**src/sv/rlim_pkg.sv**
```systemverilog
// Shared types and constants for the per-source fixed-window rate limiter.
`timescale 1ns / 1ps

package rlim_pkg;

  localparam int KEY_W    = 64;
  localparam int TIME_W   = 48;
  localparam int COUNT_W  = 11;
  localparam int LIMIT_W  = 10;
  localparam int WINDOW_W = 16;
  localparam int CFG_IDX_W  = 2;
  localparam int CFG_DATA_W = 16;

  localparam logic [CFG_IDX_W-1:0] REG_LIMIT  = 2'd0;
  localparam logic [CFG_IDX_W-1:0] REG_WINDOW = 2'd1;

  localparam logic [LIMIT_W-1:0]  LIMIT_RESET  = 10'd10;
  localparam logic [WINDOW_W-1:0] WINDOW_RESET = 16'd1000;

  typedef struct packed {
    logic [KEY_W-1:0]  key;
    logic [TIME_W-1:0] now;
    logic              found;
    logic              allowed;
    logic              cleared;
  } tok_t;

  typedef struct packed {
    logic [LIMIT_W-1:0]  limit;
    logic [WINDOW_W-1:0] window;
  } cfg_t;

endpackage

```
**src/sv/rlim_cell.sv**
```systemverilog
// One bucket of the table; checks the passing request and hands it to the next cell.
`timescale 1ns / 1ps

module rlim_cell
  import rlim_pkg::*;
(
  input  logic clk,
  input  logic rst,
  input  cfg_t cfg,
  input  logic clear,
  input  logic tok_in_valid,
  input  tok_t tok_in,
  output logic tok_out_valid,
  output tok_t tok_out,
  output logic occupied
);

  logic              valid;
  logic [KEY_W-1:0]  key;
  logic [TIME_W-1:0] win_start;
  logic [COUNT_W-1:0] count;

  logic              eff_valid;
  logic              take;
  logic [TIME_W-1:0] base_start;
  logic [COUNT_W-1:0] base_count;
  logic [TIME_W-1:0] diff;
  logic              restart;
  logic [TIME_W-1:0] start_next;
  logic [COUNT_W-1:0] count_mid;
  logic [COUNT_W-1:0] count_next;
  logic [COUNT_W-1:0] limit_ext;
  logic              allow_c;
  tok_t              tok_next;

  assign occupied = valid;

  always_comb begin
    eff_valid  = valid & ~clear;
    take       = tok_in_valid & ~tok_in.found & (~eff_valid | (key == tok_in.key));
    base_start = eff_valid ? win_start : '0;
    base_count = eff_valid ? count : '0;
    diff       = tok_in.now - base_start;
    restart    = (tok_in.now >= base_start) &&
                 (diff >= {{(TIME_W-WINDOW_W){1'b0}}, cfg.window});
    start_next = restart ? tok_in.now : base_start;
    count_mid  = restart ? '0 : base_count;
    limit_ext  = {{(COUNT_W-LIMIT_W){1'b0}}, cfg.limit};
    count_next = (count_mid <= limit_ext) ? count_mid + 1'b1 : count_mid;
    allow_c    = count_next <= limit_ext;
    tok_next   = tok_in;
    if (take) begin
      tok_next.found   = 1'b1;
      tok_next.allowed = allow_c;
    end
  end

  always_ff @(posedge clk) begin
    if (rst) begin
      valid         <= 1'b0;
      tok_out_valid <= 1'b0;
    end else begin
      tok_out_valid <= tok_in_valid;
      if (take) begin
        valid <= 1'b1;
      end else if (clear) begin
        valid <= 1'b0;
      end
    end
  end

  always_ff @(posedge clk) begin
    tok_out <= tok_next;
    if (take) begin
      key       <= tok_in.key;
      win_start <= start_next;
      count     <= count_next;
    end
  end

endmodule

```
**config.mk**
```make
export PLATFORM = sky130hd
export DESIGN_NAME = rlim_cell
export DESIGN_NICKNAME = d
export VERILOG_FILES = /design/src/sv/rlim_pkg.sv /design/src/sv/rlim_cell.sv
export SDC_FILE = /design/constraint.sdc
export NUM_CORES = 1
export LEC_CHECK = 0
export BUFFER_PORTS_ARGS = -buffer_cell sky130_fd_sc_hd__buf_2
export CAP_MARGIN = 20
export CORE_MARGIN = 2
export CORE_UTILIZATION = 50
export CTS_CLUSTER_DIAMETER = 30
export DETAILED_ROUTE_END_ITERATION = 6
export PLACE_DENSITY = 0.83
export SETUP_SLACK_MARGIN = 0.2
export SYNTH_ARGS = -nofsm -noshare
export SYNTH_HDL_FRONTEND = slang
export SYNTH_SLANG_ARGS = --single-unit
```
**constraint.sdc**
```tcl
create_clock -name clk -period 10.11 [get_ports clk]
set_input_delay 1.5165 -clock clk [delete_from_list [all_inputs] [get_ports clk]]
set_output_delay 1.5165 -clock clk [all_outputs]
set_load 0.005 [all_outputs]
```
---- After elaboration in Yosys (flattened, before gate mapping) ----
Index checks and enable logic that the tools add are counted.
word-level totals
  flip-flop bits (word level) ............. 240
  word-level logic and storage cells ...... 34
  output and inout bits ................... 117
  bits of input ports ..................... 145
cells by class
  add/sub/neg operators ................... 2
  eq/ne operators ......................... 1
  $lt $le $gt $ge ......................... 4
  reduce and logical (&&, ||, !) cells .... 2
  mux-type cells .......................... 8
  bitwise logic cells ..................... 7
operators with widths
  operator                                                          number
  48-bit 2-to-1 mux                                                 2
  64-bit equality test                                              1
  48-bit by 16-bit greater-or-equal comparator with 1-bit output    1
  48-bit greater-or-equal comparator                                1
  48-bit subtractor                                                 1
  11-bit 2-to-1 mux                                                 3
  11-bit by 10-bit less-or-equal comparator with 1-bit output       2
  11-bit by 1-bit adder with 11-bit output (second input constant)  1
  1-bit AND                                                         3
  1-bit 2-to-1 mux                                                  3
  1-bit inverter                                                    3
  2-bit nonzero test                                                1
  1-bit logical AND                                                 1
  1-bit OR                                                          1

---- Longest topological paths before layout ----
  depth after elaboration ................. 11
  gate-level depth with buffers ........... 48

---- Worst setup path after synthesis ----
No wires, ideal clock.
  path type ............................... in2reg
  start ................................... input port clear
  end ..................................... register tok_out[1] (netlist name)
  arrival time ............................ 9.597 ns
  setup time .............................. 0.059 ns
  slack ................................... 0.454 ns
  required time ........................... 10.051 ns
  path buffers ............................ 3
  stages .................................. 46
  cell sequence ........................... nor2b_1 clkbuf_1 clkbuf_1 nand2_1 ha_1 a21o_1 a21oi_1 and2_1 o21ai_0 a21o_1 a21oi_1 xnor2_1 ha_1 a21oi_1 o21ai_0 a2111oi_0 a21oi_1 a21o_1 [... 10 more ...] a21oi_1 o41ai_1 inv_1 a31oi_1 o31a_1 o2bb2ai_1 ha_1 nor2b_1 o21a_1 o21a_1 o21a_1 o21a_1 o21a_1 o21a_1 o21ai_0 a21oi_1 nor2_1 a22o_1
RTL lines
  element               RTL line         source
  start, declared       rlim_cell.sv:10  input logic clear,
  end signal, assigned  rlim_cell.sv:73  tok_out <= tok_next;
  end, declared         rlim_cell.sv:14  output tok_t tok_out,

==> summary.txt <==
ys flop type: edfxtp_1
# clock sinks: 240
port buffer count: 261
logic gate share of total power: 0.134
Met3 Wirelength: 2611 um
H-tree depth: 2
mapped cell area: 0.01264 sq mm
vias in the first global route: 10270
worst vdd ir: 199.1 uV
distinct cell type count after synthesis: 85
static leakage: 6.628 nW
Avg Inst Size Synth: 10.34 sq um
Pint: 2.088 mW
Seq pwr share: 0.383
proportion of layout cells with a drive suffix above 1: 0.2585
NetSw: 0.7693 mW
Synth Register Bits: 240
global-route wire length before repair: 53280 um
CTS tree: yes
DR WL/cell: 18.43 um
power density over cell area: 182.4 mW/mm^2
Post-Layout Cell Count: 1854
Routed Antenna Nets: 0
die width: 163.0 um
CTS buffer count: 43
reg2reg path depth: 44
Via density: 5.686
worst hold start: win_start[22]
Ant. Diodes: 0
status: complete, no violations
CTS max path bufs: 3
Nets: 1721
synth warn: 0
Top Layer Used: met4
die area: 0.02658 sq mm
number of flops mapped to enable cells by yosys: 123
Slew HR: 0.3791
Crit path arrival time: 9.80 ns
area growth from synthesis to layout: 23.94%
most frequent cells in the layout: buf_2 (261), nand2_1 (127), edfxtp_1 (123)
worst slew pin tran: 0.9314 ns
Async SR Flop Fraction: 0
drt first pass iters: 6
syn nets: 1454
unrepaired setup endpoints after global routing: no
total placed cells including tap cells: 1772
WL met1: 13840 um
Setup crit start kind: input pin
Setup Viol. Count Final: 0
crit path capture type: register
slowest cell on the critical path: a2111oi_1
Clock Power Share: 0.483
routed length on met2: 16590 um
WHS: 0.6147 ns
Setup TNS Final: 0 ns
largest net degree at the start of global routing: 65
pre-CTS setup slack: 0.1247 ns
fin area: 0.01567 sq mm
MaxCap Viol Count: 0
hpwl dp: 25790 um
WS Path Type: in -> reg
Worst EP required: 10.58 ns
Net Sw Frac: 0.2692
gpl congestion: 1.077
sequential-to-total area share from yosys stat: 0.4774
CP dominant cell by count: o21a_1
Post-Route WL: 34170 um
Starting Density: 0.5050
via count: 10540
Total GRT Usage: 0.2522
clk_skew: 0.03725 ns
fin. max-slew vios: 0
GRT Residual Overflow: 0
worst hold path cell count: 2
Rows: 58
initial antenna violation count: 0
die height: 163.0 um
worst-skew pair later-pin latency: 0.54 ns
CP max stage delay: 0.40 ns
Peak Freq: 107.2 MHz
Root Buffer: clkbuf_16
final hold viol count: 0
synthesized instance count: 1223
worst setup margin: 0.7807 ns
DP Area: 0.01418 sq mm
Max Fanout on Critical Path: 4
Initial DRC Count: 831
Hold Crit Class: reg -> reg
drc violations: 0
fin crit period: 9.329 ns
Ports: 262
Core Area: 0.02504 sq mm
clk slew on worst S/H paths: 0.05 ns
crit path from: clear
hold_buf cts: 0
fin crit share: 0.9228
r2r startpoint: occupied
commonest non-fill, non-tap cell in the layout: buf_2
## per-stage QoR
stage / power [mW] / util
final: 2.858 / 0.6259
after floorplan: 1.352 / -
after global routing: 2.971 / 0.6259
after detailed placement: 1.487 / 0.5664
after CTS: 2.878 / 0.6236
after global placement: 1.477 / 0.5664
## cells in the mapped netlist, drive strengths merged, types with 4 or more instances
master   count  area (sq um)
a2111oi      4         60.06
a211oi      12         100.1
a21o        23         172.7
a21oi       73         414.2
a31oi        5         31.28
and2        13         81.33
and3         6         37.54
buf         31         182.7
clkbuf      18         67.56
dfxtp      117          2342
edfxtp     123          3694
ha          85          1064
inv         83         311.6
mux2i       51         510.5
nand2      128         483.0
nand2b       6         37.54
nand3       20         105.1
nand4       57         362.8
nor2        56         212.7
nor2b        8         50.05
nor3        24         125.1
nor4        15         115.1
o211ai      10         75.07
o21a        24         180.2
o21ai       55         282.8
o21bai       4         30.03
o221ai       8         70.07
or2          4         25.02
or3          9         56.30
xnor2       77         674.4
xor2        14         122.6
## power groups by stage
| stage | clock [mW] | combinational [mW] | sequential (mW) |
|---|---|---|---|
| 2_1_floorplan | 0 | 0.235 | 1.12 |
| 3_3_place_gp | 0 | 0.365 | 1.11 |
| 3_5_place_dp | 0 | 0.373 | 1.11 |
| 4_1_cts | 1.41 | 0.377 | 1.10 |
| 5_1_grt | 1.45 | 0.418 | 1.10 |
| 6_report | 1.38 | 0.382 | 1.10 |
## state kept, by name, indices dropped and copies added, names as in the netlist
signal,cells
count,11
key,64
occupied,1
tok_out,115
tok_out_valid,1
win_start,48
## area by class of cell
cell class / instances / area [sq um]
multi-input combinational: 851 / 6088
fill: 2013 / 9366
clock inverter: 32 / 311.5
tap: 330 / 412.9
inverter: 83 / 314.1
sequential: 240 / 6036
timing repair buffer: 271 / 1385
clock buffer: 47 / 1122
## repair_timing
item	4_1_cts	5_1_grt
endpoints found under the setup margin	0	1
resized for setup	0	10
buffers inserted	0	3
## worst max-delay path: cells and delay by family
kind / cells / cell delay [ns]
buffers and inverters: 4 / 0.40
AND/OR/NAND/NOR: 9 / 1.65
XOR/XNOR: 1 / 0.15
adder cells (fa/ha/maj): 5 / 1.37
AO/OA/AOI/OAI: 26 / 4.73
## cells by family (layout without fill, tap and decap cells)
family	Yosys count	after routing	share of synthesized area
multiplexers	52	52	0.04127
buffers and inverters	132	433	0.04443
adder cells (fa/ha/maj)	86	86	0.08570
XOR/XNOR	91	91	0.06304
AND/OR/NAND/NOR	356	356	0.1403
flip-flops	240	240	0.4774
AO/OA/AOI/OAI	266	266	0.1479
## final timing paths
path | end | slack, ns
setup / recovery | tok_out[1] | 0.78
hold / removal | win_start[22] | 0.61
setup reg to reg | tok_out[1] | 1.50
hold reg to reg | win_start[22] | 0.61
## per-layer routing
| layer | global-route usage | vias up |
|---|---|---|
| met5 | 0 | - |
| met4 | 0.08930 | 0 |
| met3 | 0.04241 | 88 |
| met2 | 0.4457 | 489 |
| met1 | 0.3109 | 4942 |
| li1 | - | 5022 |
(Power assumes the default switching activity.)
